## src/rtl/core/playfair_encrypt_unit_macros.svh

```systemverilog
// Assertion macros shared by the Playfair encryptor RTL.
`ifndef PLAYFAIR_ENCRYPT_UNIT_MACROS_SVH
`define PLAYFAIR_ENCRYPT_UNIT_MACROS_SVH

`ifndef NO_ASSERTIONS

// Checked property, skipped while reset is asserted.
`define PFE_ASSERT(lbl, clk, rst_n, prop, msg) \
    lbl: assert property (@(posedge clk) disable iff (!rst_n) prop) else $error(msg);

// Checked property with a guard that the caller supplies.
`define PFE_ASSERT_WHEN(lbl, clk, rst_n, cond, prop, msg) \
    lbl: assert property (@(posedge clk) disable iff (!rst_n) (cond) |-> prop) else $error(msg);

`else

`define PFE_ASSERT(lbl, clk, rst_n, prop, msg)
`define PFE_ASSERT_WHEN(lbl, clk, rst_n, cond, prop, msg)

`endif

`endif

```

## src/rtl/core/pfe_pkg.sv

```systemverilog
// Shared types, constants and letter helpers of the Playfair encryptor.
package pfe_pkg;

    localparam int unsigned LETTER_W  = 5;
    localparam int unsigned CELLS     = 25;
    localparam int unsigned SIDE      = 5;
    localparam int unsigned CMD_DEPTH = 4;
    localparam int unsigned RES_DEPTH = 4;

    localparam logic [LETTER_W-1:0] CODE_A = 5'd0;
    localparam logic [LETTER_W-1:0] CODE_I = 5'd8;
    localparam logic [LETTER_W-1:0] CODE_J = 5'd9;
    localparam logic [LETTER_W-1:0] CODE_Q = 5'd16;
    localparam logic [LETTER_W-1:0] CODE_X = 5'd23;
    localparam logic [LETTER_W-1:0] CODE_Z = 5'd25;

    // Input operation codes.
    typedef enum logic [1:0] {
        OP_KEY  = 2'd0,
        OP_FILL = 2'd1,
        OP_TEXT = 2'd2,
        OP_END  = 2'd3
    } t_op;

    // Commands passed from the front end to the back end.
    typedef enum logic [1:0] {
        CMD_PLACE = 2'd0,
        CMD_FILL  = 2'd1,
        CMD_ENC   = 2'd2
    } t_cmd_kind;

    typedef struct packed {
        logic [1:0]          op;
        logic [LETTER_W-1:0] in_letter;
    } t_in_item;

    typedef struct packed {
        logic [LETTER_W-1:0] out_letter;
        logic                last;
    } t_out_item;

    typedef struct packed {
        t_cmd_kind           kind;
        logic [LETTER_W-1:0] a;
        logic [LETTER_W-1:0] b;
    } t_cmd;

    // Clamp a code to Z and fold J onto I.
    function automatic logic [LETTER_W-1:0] fold_letter(input logic [LETTER_W-1:0] v);
        logic [LETTER_W-1:0] c;
        c = (v > CODE_Z) ? CODE_Z : v;
        return (c == CODE_J) ? CODE_I : c;
    endfunction

    // Folded letter to its slot 0..24 in the used and position maps.
    function automatic logic [LETTER_W-1:0] slot_of(input logic [LETTER_W-1:0] c);
        return (c > CODE_J) ? c - 5'd1 : c;
    endfunction

endpackage

```

## src/rtl/core/playfair_encrypt_unit.sv

```systemverilog
// Top level of the Playfair encryptor: front end, command queue, back end, result queue.
//
//  channel   direction  handshake      payload
//  input     in         push / full    i_in  (op, in_letter)
//  result    out        pop / empty    o_out (out_letter, last)
//
// The front end takes one request a cycle until the command queue is full.
// The back end places a key letter as it pops it; a key-done fill pops, then walks
// the alphabet in 26 steps; a digraph takes two position reads, then two square
// reads on one port.
// A text letter that only opens a digraph costs the back end nothing.
// Reset is synchronous and active low; it clears the used-letter map at once.
// A full result queue stalls the back end; the command queue keeps taking requests.
module playfair_encrypt_unit #(
    parameter int unsigned CMD_DEPTH = pfe_pkg::CMD_DEPTH,
    parameter int unsigned RES_DEPTH = pfe_pkg::RES_DEPTH
) (
    input  logic               i_clk,
    input  logic               i_rst_n,
    input  logic               push,
    output logic               full,
    input  pfe_pkg::t_in_item  i_in,
    input  logic               pop,
    output logic               empty,
    output pfe_pkg::t_out_item o_out
);

    import pfe_pkg::*;

    localparam int unsigned CMD_W = $bits(t_cmd);
    localparam int unsigned RES_W = $bits(t_out_item);

    logic             accept;
    t_cmd             front_cmd;
    logic             front_cmd_valid;
    logic [CMD_W-1:0] cmd_q_data;
    logic             cmd_empty;
    t_cmd             back_cmd;
    logic             back_cmd_pop;
    logic             res_full;
    logic             res_push;
    t_out_item        back_res;
    logic [RES_W-1:0] res_q_data;

    assign accept   = push && !full;
    assign back_cmd = t_cmd'(cmd_q_data);
    assign o_out    = t_out_item'(res_q_data);

    // Request classification and digraph forming.
    pfe_front u_front (
        .i_clk       (i_clk),
        .i_rst_n     (i_rst_n),
        .i_accept    (accept),
        .i_item      (i_in),
        .o_cmd       (front_cmd),
        .o_cmd_valid (front_cmd_valid)
    );

    // Commands waiting for the back end.
    pfe_queue #(
        .WIDTH (CMD_W),
        .DEPTH (CMD_DEPTH)
    ) u_cmd_queue (
        .i_clk   (i_clk),
        .i_rst_n (i_rst_n),
        .i_wr    (front_cmd_valid),
        .i_data  (CMD_W'(front_cmd)),
        .o_full  (full),
        .i_rd    (back_cmd_pop),
        .o_empty (cmd_empty),
        .o_data  (cmd_q_data)
    );

    // Square building and enciphering.
    pfe_back u_back (
        .i_clk       (i_clk),
        .i_rst_n     (i_rst_n),
        .i_cmd_valid (!cmd_empty),
        .i_cmd       (back_cmd),
        .o_cmd_pop   (back_cmd_pop),
        .i_res_full  (res_full),
        .o_res_push  (res_push),
        .o_res       (back_res)
    );

    // Finished letters waiting to be taken.
    pfe_queue #(
        .WIDTH (RES_W),
        .DEPTH (RES_DEPTH)
    ) u_res_queue (
        .i_clk   (i_clk),
        .i_rst_n (i_rst_n),
        .i_wr    (res_push),
        .i_data  (RES_W'(back_res)),
        .o_full  (res_full),
        .i_rd    (pop),
        .o_empty (empty),
        .o_data  (res_q_data)
    );

endmodule

```

## src/rtl/core/pfe_queue.sv

```systemverilog
// Small first-in first-out queue with the head shown combinationally.
`include "playfair_encrypt_unit_macros.svh"

module pfe_queue #(
    parameter int unsigned WIDTH = 8,
    parameter int unsigned DEPTH = 4
) (
    input  logic             i_clk,
    input  logic             i_rst_n,
    input  logic             i_wr,
    input  logic [WIDTH-1:0] i_data,
    output logic             o_full,
    input  logic             i_rd,
    output logic             o_empty,
    output logic [WIDTH-1:0] o_data
);

    localparam int unsigned PTR_W = (DEPTH > 1) ? $clog2(DEPTH) : 1;
    localparam int unsigned CNT_W = $clog2(DEPTH + 1);

    logic [WIDTH-1:0] r_mem [DEPTH];
    logic [PTR_W-1:0] r_wr_ptr;
    logic [PTR_W-1:0] r_rd_ptr;
    logic [CNT_W-1:0] r_count;
    logic             wr_fire;
    logic             rd_fire;

    function automatic logic [PTR_W-1:0] ptr_next(input logic [PTR_W-1:0] p);
        return (p == PTR_W'(DEPTH - 1)) ? '0 : p + 1'b1;
    endfunction

    assign o_full  = (r_count == CNT_W'(DEPTH));
    assign o_empty = (r_count == '0);
    assign o_data  = r_mem[r_rd_ptr];
    assign wr_fire = i_wr && !o_full;
    assign rd_fire = i_rd && !o_empty;

    // Pointers and occupancy.
    always_ff @(posedge i_clk) begin
        if (!i_rst_n) begin
            r_wr_ptr <= '0;
            r_rd_ptr <= '0;
            r_count  <= '0;
        end else begin
            if (wr_fire) begin
                r_wr_ptr <= ptr_next(r_wr_ptr);
            end
            if (rd_fire) begin
                r_rd_ptr <= ptr_next(r_rd_ptr);
            end
            if (wr_fire && !rd_fire) begin
                r_count <= r_count + 1'b1;
            end else if (rd_fire && !wr_fire) begin
                r_count <= r_count - 1'b1;
            end
        end
    end

    // Entry storage.
    always_ff @(posedge i_clk) begin
        if (wr_fire) begin
            r_mem[r_wr_ptr] <= i_data;
        end
    end

    `PFE_ASSERT(a_count_bound, i_clk, i_rst_n, (r_count <= CNT_W'(DEPTH)), "queue count overflow")
    `PFE_ASSERT_WHEN(a_count_step, i_clk, i_rst_n, $past(i_rst_n), (r_count == $past(r_count) + CNT_W'($past(wr_fire)) - CNT_W'($past(rd_fire))), "queue count step wrong")
    `PFE_ASSERT_WHEN(a_head_data, i_clk, i_rst_n, $past(i_rst_n) && $past(wr_fire) && $past(o_empty), (o_data == $past(i_data)), "queue head lost write")

endmodule

```

## src/rtl/core/pfe_front.sv

```systemverilog
// Front end: classifies requests and forms digraphs with their padding.
module pfe_front (
    input  logic            i_clk,
    input  logic            i_rst_n,
    input  logic            i_accept,
    input  pfe_pkg::t_in_item i_item,
    output pfe_pkg::t_cmd   o_cmd,
    output logic            o_cmd_valid
);

    import pfe_pkg::*;

    logic [LETTER_W-1:0] r_pend_letter;
    logic [LETTER_W-1:0] n_pend_letter;
    logic                r_pend_valid;
    logic                n_pend_valid;
    logic [LETTER_W-1:0] letter;
    logic [LETTER_W-1:0] pad;

    assign letter = fold_letter(i_item.in_letter);
    assign pad    = (letter == CODE_X) ? CODE_Q : CODE_X;

    // Decide the command for the accepted request and the open digraph.
    always_comb begin
        n_pend_letter = r_pend_letter;
        n_pend_valid  = r_pend_valid;
        o_cmd_valid   = 1'b0;
        o_cmd.kind    = CMD_PLACE;
        o_cmd.a       = letter;
        o_cmd.b       = pad;
        case (t_op'(i_item.op))
            OP_KEY: begin
                o_cmd_valid = i_accept;
            end
            OP_FILL: begin
                o_cmd.kind  = CMD_FILL;
                o_cmd_valid = i_accept;
            end
            OP_TEXT: begin
                o_cmd.kind = CMD_ENC;
                if (!r_pend_valid) begin
                    n_pend_letter = letter;
                    n_pend_valid  = 1'b1;
                end else if (r_pend_letter == letter) begin
                    // A doubled letter is split; the second copy stays open.
                    o_cmd_valid = i_accept;
                end else begin
                    o_cmd.a      = r_pend_letter;
                    o_cmd.b      = letter;
                    o_cmd_valid  = i_accept;
                    n_pend_valid = 1'b0;
                end
            end
            OP_END: begin
                o_cmd.kind   = CMD_ENC;
                o_cmd.a      = r_pend_letter;
                o_cmd.b      = CODE_X;
                o_cmd_valid  = i_accept && r_pend_valid;
                n_pend_valid = 1'b0;
            end
            default: begin
                o_cmd_valid = 1'b0;
            end
        endcase
    end

    // Open digraph state.
    always_ff @(posedge i_clk) begin
        if (!i_rst_n) begin
            r_pend_valid <= 1'b0;
        end else if (i_accept) begin
            r_pend_valid <= n_pend_valid;
        end
    end

    always_ff @(posedge i_clk) begin
        if (i_accept) begin
            r_pend_letter <= n_pend_letter;
        end
    end

endmodule

```

## src/rtl/core/pfe_back.sv

```systemverilog
// Back end: builds the key square and enciphers digraphs from the command queue.
`include "playfair_encrypt_unit_macros.svh"

module pfe_back (
    input  logic               i_clk,
    input  logic               i_rst_n,
    input  logic               i_cmd_valid,
    input  pfe_pkg::t_cmd      i_cmd,
    output logic               o_cmd_pop,
    input  logic               i_res_full,
    output logic               o_res_push,
    output pfe_pkg::t_out_item o_res
);

    import pfe_pkg::*;

    typedef enum logic [5:0] {
        S_IDLE = 6'b000001,
        S_FILL = 6'b000010,
        S_POSA = 6'b000100,
        S_POSB = 6'b001000,
        S_OUTA = 6'b010000,
        S_OUTB = 6'b100000
    } t_state;

    t_state              r_state;
    t_state              n_state;
    logic [LETTER_W-1:0] r_fill;
    logic [LETTER_W-1:0] r_k;
    logic [LETTER_W-1:0] n_k;
    logic [CELLS-1:0]    r_used;
    logic [LETTER_W-1:0] r_b;
    logic [LETTER_W-1:0] n_b;
    logic [LETTER_W-1:0] r_pa;
    logic [LETTER_W-1:0] n_pa;
    logic [LETTER_W-1:0] r_qb;
    logic [LETTER_W-1:0] n_qb;

    // Square and position stores, one read and one write port each.
    logic [LETTER_W-1:0] r_sq_mem  [CELLS];
    logic [LETTER_W-1:0] r_pos_mem [CELLS];
    logic [LETTER_W-1:0] r_sq_rd;
    logic [LETTER_W-1:0] r_pos_rd;

    logic                place_req;
    logic [LETTER_W-1:0] place_letter;
    logic [LETTER_W-1:0] place_slot;
    logic                place_go;
    logic                pos_rd_en;
    logic [LETTER_W-1:0] pos_rd_addr;
    logic                sq_rd_en;
    logic [LETTER_W-1:0] sq_rd_addr;

    logic [LETTER_W-1:0] pb;
    logic [2:0]          ra;
    logic [2:0]          ca;
    logic [2:0]          rb;
    logic [2:0]          cb;
    logic [2:0]          qra;
    logic [2:0]          qca;
    logic [2:0]          qrb;
    logic [2:0]          qcb;

    // Keep a position inside the square.
    function automatic logic [LETTER_W-1:0] cell_wrap(input logic [LETTER_W-1:0] p);
        return (p >= LETTER_W'(CELLS)) ? p - LETTER_W'(CELLS) : p;
    endfunction

    function automatic logic [2:0] row_of(input logic [LETTER_W-1:0] p);
        logic [2:0] r;
        if (p >= LETTER_W'(4 * SIDE)) begin
            r = 3'd4;
        end else if (p >= LETTER_W'(3 * SIDE)) begin
            r = 3'd3;
        end else if (p >= LETTER_W'(2 * SIDE)) begin
            r = 3'd2;
        end else if (p >= LETTER_W'(SIDE)) begin
            r = 3'd1;
        end else begin
            r = 3'd0;
        end
        return r;
    endfunction

    function automatic logic [LETTER_W-1:0] times_side(input logic [2:0] r);
        return {r, 2'b00} + {2'b00, r};
    endfunction

    function automatic logic [2:0] col_of(input logic [LETTER_W-1:0] p);
        logic [LETTER_W-1:0] d;
        d = p - times_side(row_of(p));
        return d[2:0];
    endfunction

    function automatic logic [2:0] step_wrap(input logic [2:0] x);
        return (x == 3'(SIDE - 1)) ? 3'd0 : x + 3'd1;
    endfunction

    // Corner, row and column rules on the two positions.
    assign pb = cell_wrap(r_pos_rd);
    assign ra = row_of(r_pa);
    assign ca = col_of(r_pa);
    assign rb = row_of(pb);
    assign cb = col_of(pb);

    always_comb begin
        if (ra == rb) begin
            qra = ra;
            qca = step_wrap(ca);
            qrb = rb;
            qcb = step_wrap(cb);
        end else if (ca == cb) begin
            qra = step_wrap(ra);
            qca = ca;
            qrb = step_wrap(rb);
            qcb = cb;
        end else begin
            qra = ra;
            qca = cb;
            qrb = rb;
            qcb = ca;
        end
    end

    // Letter placement, shared by key letters and the fill walk.
    assign place_letter = (r_state == S_FILL) ? r_k : i_cmd.a;
    assign place_slot   = slot_of(place_letter);
    assign place_go     = place_req && (r_fill < LETTER_W'(CELLS)) && !r_used[place_slot];

    // Sequencer.
    always_comb begin
        n_state     = r_state;
        n_k         = r_k;
        n_b         = r_b;
        n_pa        = r_pa;
        n_qb        = r_qb;
        o_cmd_pop   = 1'b0;
        place_req   = 1'b0;
        pos_rd_en   = 1'b0;
        pos_rd_addr = slot_of(i_cmd.a);
        sq_rd_en    = 1'b0;
        sq_rd_addr  = r_qb;
        o_res_push  = 1'b0;
        o_res.out_letter = r_sq_rd;
        o_res.last       = 1'b0;
        case (r_state)
            S_IDLE: begin
                if (i_cmd_valid) begin
                    o_cmd_pop = 1'b1;
                    case (i_cmd.kind)
                        CMD_PLACE: begin
                            place_req = 1'b1;
                        end
                        CMD_FILL: begin
                            n_k     = CODE_A;
                            n_state = S_FILL;
                        end
                        CMD_ENC: begin
                            pos_rd_en = 1'b1;
                            n_b       = i_cmd.b;
                            n_state   = S_POSA;
                        end
                        default: begin
                            n_state = S_IDLE;
                        end
                    endcase
                end
            end
            S_FILL: begin
                // Walk the alphabet once, skipping J.
                place_req = (r_k != CODE_J);
                if (r_k == CODE_Z) begin
                    n_state = S_IDLE;
                end else begin
                    n_k = r_k + 5'd1;
                end
            end
            S_POSA: begin
                n_pa        = cell_wrap(r_pos_rd);
                pos_rd_en   = 1'b1;
                pos_rd_addr = slot_of(r_b);
                n_state     = S_POSB;
            end
            S_POSB: begin
                sq_rd_en   = 1'b1;
                sq_rd_addr = times_side(qra) + {2'b00, qca};
                n_qb       = times_side(qrb) + {2'b00, qcb};
                n_state    = S_OUTA;
            end
            S_OUTA: begin
                if (!i_res_full) begin
                    o_res_push = 1'b1;
                    sq_rd_en   = 1'b1;
                    n_state    = S_OUTB;
                end
            end
            S_OUTB: begin
                o_res.last = 1'b1;
                if (!i_res_full) begin
                    o_res_push = 1'b1;
                    n_state    = S_IDLE;
                end
            end
            default: begin
                n_state = S_IDLE;
            end
        endcase
    end

    // Control state.
    always_ff @(posedge i_clk) begin
        if (!i_rst_n) begin
            r_state <= S_IDLE;
            r_fill  <= '0;
            r_used  <= '0;
        end else begin
            r_state <= n_state;
            if (place_go) begin
                r_fill             <= r_fill + 5'd1;
                r_used[place_slot] <= 1'b1;
            end
        end
    end

    // Working registers.
    always_ff @(posedge i_clk) begin
        r_k  <= n_k;
        r_b  <= n_b;
        r_pa <= n_pa;
        r_qb <= n_qb;
    end

    // Store writes.
    always_ff @(posedge i_clk) begin
        if (place_go) begin
            r_sq_mem[r_fill]      <= place_letter;
            r_pos_mem[place_slot] <= r_fill;
        end
    end

    // Store reads, registered.
    always_ff @(posedge i_clk) begin
        if (pos_rd_en) begin
            r_pos_rd <= r_pos_mem[pos_rd_addr];
        end
        if (sq_rd_en) begin
            r_sq_rd <= r_sq_mem[sq_rd_addr];
        end
    end

    `PFE_ASSERT(a_fill_bound, i_clk, i_rst_n, (r_fill <= LETTER_W'(CELLS)), "fill index beyond square")
    `PFE_ASSERT_WHEN(a_fill_step, i_clk, i_rst_n, $past(i_rst_n) && (r_fill != $past(r_fill)), (r_fill == $past(r_fill) + 5'd1), "fill index jumped")
    `PFE_ASSERT_WHEN(a_second_letter, i_clk, i_rst_n, $past(i_rst_n) && (r_state == S_OUTB), (($past(r_state) == S_OUTA) || ($past(r_state) == S_OUTB)), "second letter without first")

endmodule
```

## config.mk

```make
export PLATFORM = sky130hd
export DESIGN_NAME = playfair_encrypt_unit
export DESIGN_NICKNAME = d
export VERILOG_FILES = /design/src/rtl/core/pfe_pkg.sv /design/src/rtl/core/playfair_encrypt_unit.sv /design/src/rtl/core/pfe_queue.sv /design/src/rtl/core/pfe_front.sv /design/src/rtl/core/pfe_back.sv
export VERILOG_INCLUDE_DIRS = /design/src /design/src/rtl/core
export SDC_FILE = /design/constraint.sdc
export NUM_CORES = 1
export LEC_CHECK = 0
export BUFFER_PORTS_ARGS = -buffer_cell sky130_fd_sc_hd__buf_2
export CELL_PAD_IN_SITES_DETAIL_PLACEMENT = 0
export CELL_PAD_IN_SITES_GLOBAL_PLACEMENT = 1
export CORE_ASPECT_RATIO = 0.7
export CORE_MARGIN = 2
export CORE_UTILIZATION = 53
export DETAILED_ROUTE_END_ITERATION = 10
export PLACE_DENSITY_LB_ADDON = 0.1
export SYNTH_ARGS = -nofsm -noshare
export SYNTH_HDL_FRONTEND = slang
export SYNTH_SLANG_ARGS = --single-unit
export TNS_END_PERCENT = 30
```

## constraint.sdc

```tcl
create_clock -name i_clk -period 9.75 [get_ports i_clk]
set_input_delay 0.4875 -clock i_clk [delete_from_list [all_inputs] [get_ports i_clk]]
set_output_delay 0.4875 -clock i_clk [all_outputs]
set_load 0.1 [all_outputs]
```

==> flow_metrics.tcl, run 1 <==
set metrics [dict create \
    fmax_mhz 119.2 \
    grt_usage_pct 23.96 \
    hold_viol_final 0 \
    cp_slowest_cell "o21ai_4" \
    post_cts_buffers 0 \
    syn_inst 1492 \
    drt-total-wl_mm 44.46 \
    synth_area_leaders "edfxtp_1 (56%), dfxtp_1 (5.8%), nand2_1 (3.6%), ha_1 (3.1%), mux2i_1 (3.1%)" \
    endpoint_kind "register" \
    clock_path_buffers 3 \
    ys_types 80 \
    placed_area_um2 19690 \
    cts_tree "built" \
    htreeDepth 2 \
    post-route-drc-count 0 \
    relSlewSlack_pct 21.21 \
    grt_setup_unrepaired "no" \
    synthFlopType "edfxtp_1" \
    cap_violations 0 \
    placedCellCount 1936 \
    cts.repair.resized 0 \
    fin_hold_ws_ps 244.4 \
    syn-cell-area_um2 19070 \
    core_area_um2 35700 \
    seq_area_frac_synth_pct 62.00 \
    drive_gt1_share_pct 11.49 \
    detail_route.first_pass.iterations 5 \
    cp.arrival_ps 8720 \
    status "finished clean" \
    synth_edf_count 357 \
    first_global_vias 11460 \
    clock_sinks 412 \
    grt_overflow 0 \
    grt_first_pass_wirelength_mm 68.32 \
    wl_per_cell_um 22.09 \
    seq_area_um2 11820 \
    gp_congestion 0.8303 \
    tightest_slew_ps 1170 \
    die_area_um2 37530 \
    vias_per_cell 6.065 \
    crit_path_cell_trace "inv_1 > ha_1 > nor3_1 > o311ai_1 > inv_1 > nand4_1 > o221ai_2 > nor2b_1 > fa_1 > or3_1 > mux2_2 > a31o_2 > a211oi_1 > nand2_1 > a211oi_1 > ha_1 > ha_1 > inv_1 > fa_1 > o21ai_4 > nand3_1 > a311oi_1 > a21oi_1 > mux2_2" \
    antenna_found_initial 1 \
    io_pins 19 \
    ys_ff_latch 412 \
    yosys_warnings 0 \
    cp-start-kind "register" \
    dpl.hpwl_mm 30.19 \
    reg2reg_setup_slack_ps 1360 \
    layout_commonest_cell "edfxtp_1" \
    slew_violations 0 \
    clk_pin_slew_ps 60 \
    synth-async-reset-ratio_pct 0 \
    drtIter0Drc 1113 \
    fin_cells 2013 \
    critical_path.top_delay_family "compound AO/OA/AOI/OAI gates" \
    post-route-util_pct 58.92 \
    fin_skew_ps 27.30 \
    p_leak_nw 7.522 \
    grt_max_degree 73 \
    most-common-layout-cells "edfxtp_1 (357), nand2_1 (181), and3_1 (76)" \
    powerDensity_nw_per_um2 299.8 \
    n_fill_cell 2851 \
    syn_nets 1559 \
    slowest_delay_ps 810 \
    post-route-min-period_ps 8388 \
    stdcell_area_um2 21040 \
    synth_top_area_cell "edfxtp_1" \
    setup_violations 0 \
    num_rows 58 \
    clock_latency_ps 570 \
    portBuffers 18 \
    required_ps 10080 \
    synth_top_cell_area_share_pct 56.22 \
    fin_nets 1566 \
    cts_buffers 41 \
    via_count 12210 \
    hold_path_class "in2reg" \
    multi_input_area_um2 6777 \
    root_buffer "clkbuf_16" \
    path_buf_inv 3 \
    critical_path_class "reg2reg" \
    area_growth_pct 10.32 \
    cp_max_fo 36 \
    period_share_pct 86.03 \
    avgSynthCellArea_um2 12.78 \
    tns_ps 0 \
    dieWidth_um 230.7 \
    vdd_drop_max_uv 266.4 \
    postCtsHoldBufs 0 \
    die_h_um 162.7 \
    ant_nets 0 \
    start_util_pct 53.40 \
]
-- final cells by class --
class,count,area share (%)
inverters,59,1.053
clock inverters,26,1.106
well taps,480,2.855
diodes,1,0.01190
flip-flops and latches,412,56.20
repair buffers,42,1.285
multi-input cells,943,32.22
clock buffers,50,5.276
-- through the flow --
step	setup slack, ps	power [W]
3_5_place_dp	1562	0.004760
6_report	1362	0.006307
4_1_cts	1508	0.006331
2_1_floorplan	2888	0.004008
3_3_place_gp	1812	0.004718
5_1_grt	775.3	0.006661
-- cells in the mapped netlist, types with 13 or more instances --
master,number
a211oi_1,26
a21oi_1,48
a311oi_1,21
a31oi_1,18
a32o_1,13
and2_1,18
and3_1,76
clkbuf_1,62
dfxtp_1,55
edfxtp_1,357
ha_1,48
inv_1,57
mux2_2,24
mux2i_1,60
mux4_2,20
nand2_1,181
nand3_1,52
nor2_1,58
nor2b_1,29
nor3_1,22
o21ai_0,38
xnor2_1,14
xor2_1,14
-- cell families after synthesis --
| group | synth area share [%] |
|---|---|
| AOI/OAI and AO/OA | 9.922 |
| xor gates and xnor gates | 1.490 |
| adders and majority gates | 4.042 |
| buffers and inverters | 2.822 |
| DFF | 62.00 |
| muxes | 7.008 |
| and+or+nand+nor | 12.72 |
-- where the power goes --
| part | leakage, nW | internal, W | switching [W] |
|---|---|---|---|
| clock network | 0.660 | 0.000878 | 0.000690 |
| registers | 3.56 | 0.00215 | 0.000100 |
| logic | 3.30 | 0.000874 | 0.00162 |
| total | 7.52 | 0.00390 | 0.00241 |
-- sequential cells by signal, indices dropped and copies added (netlist names), named ones only --
signal and count:
u_back.r_b 5, u_back.r_fill 5, u_back.r_k 5, u_back.r_pa 5, u_back.r_pos_mem 125, u_back.r_pos_rd 5
u_back.r_qb 5, u_back.r_sq_mem 125, u_back.r_sq_rd 5, u_back.r_state 6, u_back.r_used 25, u_cmd_queue.r_count 3
u_cmd_queue.r_mem 48, u_cmd_queue.r_rd_ptr 2, u_cmd_queue.r_wr_ptr 2, u_front.r_pend_letter 5, u_front.r_pend_valid 1, u_res_queue.r_count 3
u_res_queue.r_mem 24, u_res_queue.r_rd_ptr 2, u_res_queue.r_wr_ptr 2
-- final timing paths --
check | from | endpoint | cells after the start
hold / removal | i_in[4] | u_front.r_pend_letter[4] | 1
setup / recovery | u_back.r_pos_rd[1] | u_back.r_sq_rd[4] | 24
hold reg to reg | u_back.r_used[4] | u_back.r_used[4] | 1
setup reg to reg | u_back.r_pos_rd[1] | u_back.r_sq_rd[4] | 24
-- layer usage --
layer / part of all wire (%) / wire, um / GRT usage (%) / up-vias
li1: - / - / - / 5654
met3: 8.5 / 3781 / 5.357 / 58
met2: 40 / 17850 / 32.67 / 415
met1: 50 / 22200 / 38.73 / 6082
met4: 1.4 / 636 / 5.132 / 0
met5: 0 / 0 / 0 / -
No activity file was read; power rests on OpenSTA's default activity.
==> inputs of run 2 (changes only) <==
--- a/config.mk
+++ b/config.mk
@@ -11,7 +11,8 @@
 export CELL_PAD_IN_SITES_GLOBAL_PLACEMENT = 1
 export CORE_ASPECT_RATIO = 0.7
 export CORE_MARGIN = 2
-export CORE_UTILIZATION = 53
+export CORE_UTILIZATION = 55
+export CTS_BUF_LIST = sky130_fd_sc_hd__clkbuf_8
 export DETAILED_ROUTE_END_ITERATION = 10
 export PLACE_DENSITY_LB_ADDON = 0.1
 export SYNTH_ARGS = -nofsm -noshare
==> run 2 against run 1 <==
Compared with the run above:
- combinational power shrank 2%
- sequential cell count is the same
- setup slack improved by 90 ps
- routed wire length decreased by 3.1%
- worst hold slack worse by 73 ps
- maximum frequency up 1.1%
- global-route usage is 0.36 points higher
- clock power is 16% lower
- via count shrank 1.1%
- non-clock buffer count did not move
- register-to-register slack improved by 90 ps
- first-iteration DRC count is 14% higher
==> flow_metrics.tcl, run 2 (synthesized netlist as in run 1, its figures left out) <==
set metrics [dict create \
    finalWorstSetupSlack_ps 1452 \
    hold_viol_final 0 \
    post-route-util_pct 60.44 \
    fmax_mhz 120.5 \
    drive_gt1_share_pct 12.23 \
    critical_path_class "reg2reg" \
    startpoint "u_back.r_pos_rd[1]" \
    hold_path_class "in2reg" \
    grt_overflow 0 \
    via_count 12070 \
    drtIter0Drc 1268 \
    fin_nets 1586 \
    post-route-min-period_ps 8298 \
    antennaDiodeCount 0 \
    grt_first_pass_wirelength_mm 66.90 \
    portBuffers 18 \
    grt_usage_pct 24.31 \
    grt_max_degree 73 \
    num_rows 57 \
    ant_nets 0 \
    period_share_pct 85.11 \
    tns_ps 0 \
    clock_sinks 412 \
    p_leak_nw 7.531 \
    antenna_found_initial 0 \
    dieWidth_um 226.5 \
    start_util_pct 55.35 \
    cts.repair.resized 0 \
    r2r-start "u_back.r_pos_rd[1]" \
    worstHoldStart "i_in[4]" \
    dpl.hpwl_mm 29.08 \
    post_cts_buffers 0 \
    clock_path_buffers 3 \
    required_ps 10240 \
    root_buffer "clkbuf_8" \
    fin_skew_ps 21.76 \
    post-place-ws_ps 1516 \
    wl_per_cell_um 21.11 \
    die_area_um2 36200 \
    area_growth_pct 9.194 \
    cts_buffers 61 \
    slew_violations 0 \
    status "finished clean" \
    htreeDepth 2 \
    endpoint_kind "register" \
    setup_violations 0 \
    gp_congestion 0.8920 \
    clock_latency_ps 630 \
    cap_violations 0 \
    cp-start-kind "register" \
    postCtsHoldBufs 0 \
    cp_max_fo 27 \
    core_area_um2 34450 \
    vdd_drop_max_uv 181.4 \
    cp.arrival_ps 8790 \
    post-route-drc-count 0 \
    die_h_um 159.8 \
    layout_commonest_cell "edfxtp_1" \
    cts_tree "built" \
    detail_route.first_pass.iterations 5 \
    io_pins 19 \
    first_global_vias 11560 \
    drt-total-wl_mm 43.11 \
    powerDensity_nw_per_um2 288.8 \
    relSlewSlack_pct 26.76 \
    n_fill_cell 2798 \
    grt_setup_unrepaired "no" \
    biggestRegsByFlops "u_back.r_pos_mem (125), u_back.r_sq_mem (125), u_cmd_queue.r_mem (48)" \
    tightest_slew_ps 1096 \
    vias_per_cell 5.913 \
    clk_pin_slew_ps 60 \
    most-common-layout-cells "edfxtp_1 (357), nand2_1 (181), inv_1 (80)" \
]
==> run 2: cell types whose count changed in the layout (fill, tap and decap cells not counted), sizes merged <==
cell / previous run / this run
clkbuf: 50 / 64
clkinv: 20 / 24
clkinvlp: 1 / 2
diode: 1 / 0
inv: 62 / 81
==> run 2: power breakdown <==
part / total (W) / internal (W) / leakage (nW) / switching (W)
logic: 0.00244 / 0.000865 / 3.30 / 0.00158
registers: 0.00225 / 0.00215 / 3.56 / 0.000102
clock network: 0.00132 / 0.000659 / 0.668 / 0.000661
==> run 2: worst paths after layout <==
check	to	slack, ps	cells after the start
max	u_back.r_sq_rd[0]	1450	26
min	u_front.r_pend_letter[4]	170	1
max reg2reg	u_back.r_sq_rd[0]	1450	26
min reg2reg	u_back.r_used[22]	460	1
==> run 2: area by class of cell <==
| class | count | area [um2] | share of cell area, % |
|---|---|---|---|
| Clock inverter | 50 | 259.0 | 1.244 |
| Multi-Input combinational cell | 943 | 6777 | 32.55 |
| Inverter | 59 | 221.5 | 1.064 |
| Sequential cell | 412 | 11820 | 56.78 |
| Tap cell | 472 | 590.6 | 2.837 |
| Timing Repair Buffer | 42 | 270.3 | 1.298 |
| Clock buffer | 64 | 880.8 | 4.231 |
==> run 2: routing by layer <==
metal / wire length [um] / vias up / track usage, %
met1: 21420 / 5954 / 38.92
met5: 0 / - / 0.2688
li1: - / 5690 / -
met2: 17850 / 375 / 33.91
met4: 590 / 0 / 5.263
met3: 3251 / 55 / 5.262
==> run 2: critical path: stages, from the launching register on <==
cell,delay (ps)
edfxtp_1,460
inv_1,110
ha_1,210
nor3_1,100
o311ai_1,680
inv_1,280
nand4_1,230
o221ai_2,190
nor2b_1,180
fa_1,470
or3_1,390
mux2_2,290
a31o_2,220
a211oi_1,350
nand2_1,170
mux2_2,320
inv_1,60
fa_1,520
fa_1,680
o21a_1,900
buf_4,330
nand2_1,60
and3_1,150
a311oi_1,250
a31oi_1,70
a21oi_1,260
mux2_2,200
==> run 2: stage by stage <==
stage	power [W]	cell area, um2	cells	hold WS [ps]
3_5_place_dp	0.004727	19680	1928	451.8
6_report	0.006013	20820	2042	171.6
2_1_floorplan	0.004008	19070	1492	436.6
3_3_place_gp	0.004699	19680	1928	444.0
4_1_cts	0.006046	20820	2042	127.5
5_1_grt	0.006422	20820	2042	147.5
==> inputs of run 3 (changes only) <==
--- a/config.mk
+++ b/config.mk
@@ -14,7 +14,7 @@
 export CORE_UTILIZATION = 55
 export CTS_BUF_LIST = sky130_fd_sc_hd__clkbuf_8
 export DETAILED_ROUTE_END_ITERATION = 10
-export PLACE_DENSITY_LB_ADDON = 0.1
+export PLACE_DENSITY_LB_ADDON = 0.05
 export SYNTH_ARGS = -nofsm -noshare
 export SYNTH_HDL_FRONTEND = slang
 export SYNTH_SLANG_ARGS = --single-unit
==> run 3 against run 2 <==
Compared with the run above:
- routed wire length up 2.4%
- setup slack worse by 53 ps
- first-iteration DRC count down 22%
- clock power up 5%
- global-route usage up 0.86 points
- critical endpoint is now u_back.r_sq_rd[1]
- largest cell class unchanged
- highest routed layer unchanged
==> flow_metrics.tcl, run 3 (synthesized netlist as in run 1, its figures left out) <==
set metrics [dict create \
    post-route-min-period_ps 8351 \
    io_pins 19 \
    clock_sinks 412 \
    cts_buffers 66 \
    slowest_delay_ps 760 \
    hold_depth 1 \
    start_util_pct 55.35 \
    core_area_um2 34450 \
    most-common-layout-cells "edfxtp_1 (357), nand2_1 (181), inv_1 (82)" \
    tns_ps 0 \
    powerDensity_nw_per_um2 292.1 \
    grt_max_degree 73 \
    dpl.hpwl_mm 29.63 \
    num_rows 57 \
    drive_gt1_share_pct 12.38 \
    ant_nets 0 \
    worstReg2RegEnd "u_back.r_sq_rd[1]" \
    path_buf_inv 4 \
    setup_violations 0 \
    first_global_vias 11600 \
    cap_violations 0 \
    p_comb_share_pct 40.3 \
    portBuffers 18 \
    cp_slowest_cell "o21ai_4" \
    via_count 12130 \
    required_ps 10220 \
    min_to "u_front.r_pend_letter[4]" \
    postCtsHoldBufs 0 \
    root_buffer "clkbuf_8" \
    p_leak_nw 7.566 \
    tightest_slew_ps 1187 \
    cp.arrival_ps 8820 \
    critical_path_class "reg2reg" \
    antenna_found_initial 0 \
    vdd_drop_max_uv 288.4 \
    detail_route.first_pass.iterations 5 \
    hold_viol_final 0 \
    cp-start-kind "register" \
    grt_setup_unrepaired "no" \
    status "finished clean" \
    relSlewSlack_pct 20.02 \
    wl_per_cell_um 21.63 \
    period_share_pct 85.65 \
    clk_pin_slew_ps 60 \
    critical_path.top_delay_family "compound AO/OA/AOI/OAI gates" \
    rr_worst_depth 27 \
    cts_tree "built" \
    r2r-start "u_back.r_pos_rd[1]" \
    p_int_w 0.003744 \
    reg2reg_setup_slack_ps 1400 \
    clock_path_buffers 3 \
    grt_first_pass_wirelength_mm 68.57 \
    vias_per_cell 5.946 \
    cp_max_fo 31 \
    slew_violations 0 \
    cts.repair.resized 0 \
    fmax_mhz 119.7 \
    post-route-drc-count 0 \
    drtIter0Drc 988 \
    clock_latency_ps 610 \
    die_area_um2 36200 \
    grt_overflow 0 \
    finalPower_w 0.006098 \
    layout_commonest_cell "edfxtp_1" \
    switching_share_pct 38.60 \
    htreeDepth 3 \
    endpoint_kind "register" \
    drt-total-wl_mm 44.13 \
    hold_path_class "in2reg" \
    post_cts_buffers 0 \
    power.share.sequential_pct 36.9 \
    worstHoldStart "i_in[4]" \
    grt_usage_pct 25.18 \
    p_sw_w 0.002354 \
    fin_nets 1588 \
    gp_congestion 0.8502 \
    die_h_um 159.8 \
    p_clk_share_pct 22.8 \
    fin_skew_ps 34.46 \
    dieWidth_um 226.5 \
    area_growth_pct 9.489 \
    biggestRegsByFlops "u_back.r_pos_mem (125), u_back.r_sq_mem (125), u_cmd_queue.r_mem (48)" \
]
## run 3: changes by cell type in the layout (fill, tap and decap cells not counted), sizes merged
cell / before / now
buf: 42 / 39
bufinv: 2 / 1
clkbuf: 64 / 75
clkinv: 24 / 12
clkinvlp: 2 / 1
diode: 0 / 1
inv: 81 / 84
## run 3: power by group through the flow
stage                     logic [W]  clock network (W)  registers [W]
after floorplan             0.00177                  0        0.00224
after global placement      0.00243                  0        0.00228
after detailed placement    0.00246                  0        0.00228
after CTS                   0.00247            0.00142        0.00225
after global routing        0.00275            0.00149        0.00227
final                       0.00246            0.00139        0.00225
## run 3: layout make-up
type                       instances  area [um2]
antenna                            1       2.502
clock buffer                      75        1032
clock inverter                    39       186.4
fill                            2730       13570
inverter                          59       221.5
multi-input combinational        943        6774
sequential                       412       11820
tap                              472       590.6
timing repair buffer              39       247.7
## run 3: worst max-delay path by stage
stage	endpoint	slack [ps]	startpoint	depth (start not counted)
after floorplan	u_back.r_sq_rd[0]	2890	u_back.r_pos_rd[1]	25
after global placement	u_back.r_sq_rd[1]	1630	u_back.r_pos_rd[1]	27
after detailed placement	u_back.r_sq_rd[1]	1470	u_back.r_pos_rd[1]	27
after CTS	u_back.r_sq_rd[1]	1440	u_back.r_pos_rd[1]	27
after global routing	u_back.r_sq_rd[2]	820	u_back.r_pos_rd[1]	27
final	u_back.r_sq_rd[1]	1400	u_back.r_pos_rd[1]	27
## run 3: layer usage
layer	global-route usage (%)	up-vias	wire length (um)
met5	0	-	0
met3	7.286	60	3752
met4	6.071	0	675
met2	33.56	406	17900
met1	40.23	5971	21800
li1	-	5693	-
## run 3: through the flow
stage	worst slack (ps)	cells	util, %	hold WS, ps	cell area (um2)
4_1_cts	1436	2039	60.60	160.6	20870
2_1_floorplan	2888	1492	-	436.6	19070
3_3_place_gp	1631	1925	57.06	444.0	19660
5_1_grt	821.3	2039	60.60	190.7	20870
3_5_place_dp	1470	1925	57.06	454.7	19660
6_report	1399	2040	60.60	197.0	20880
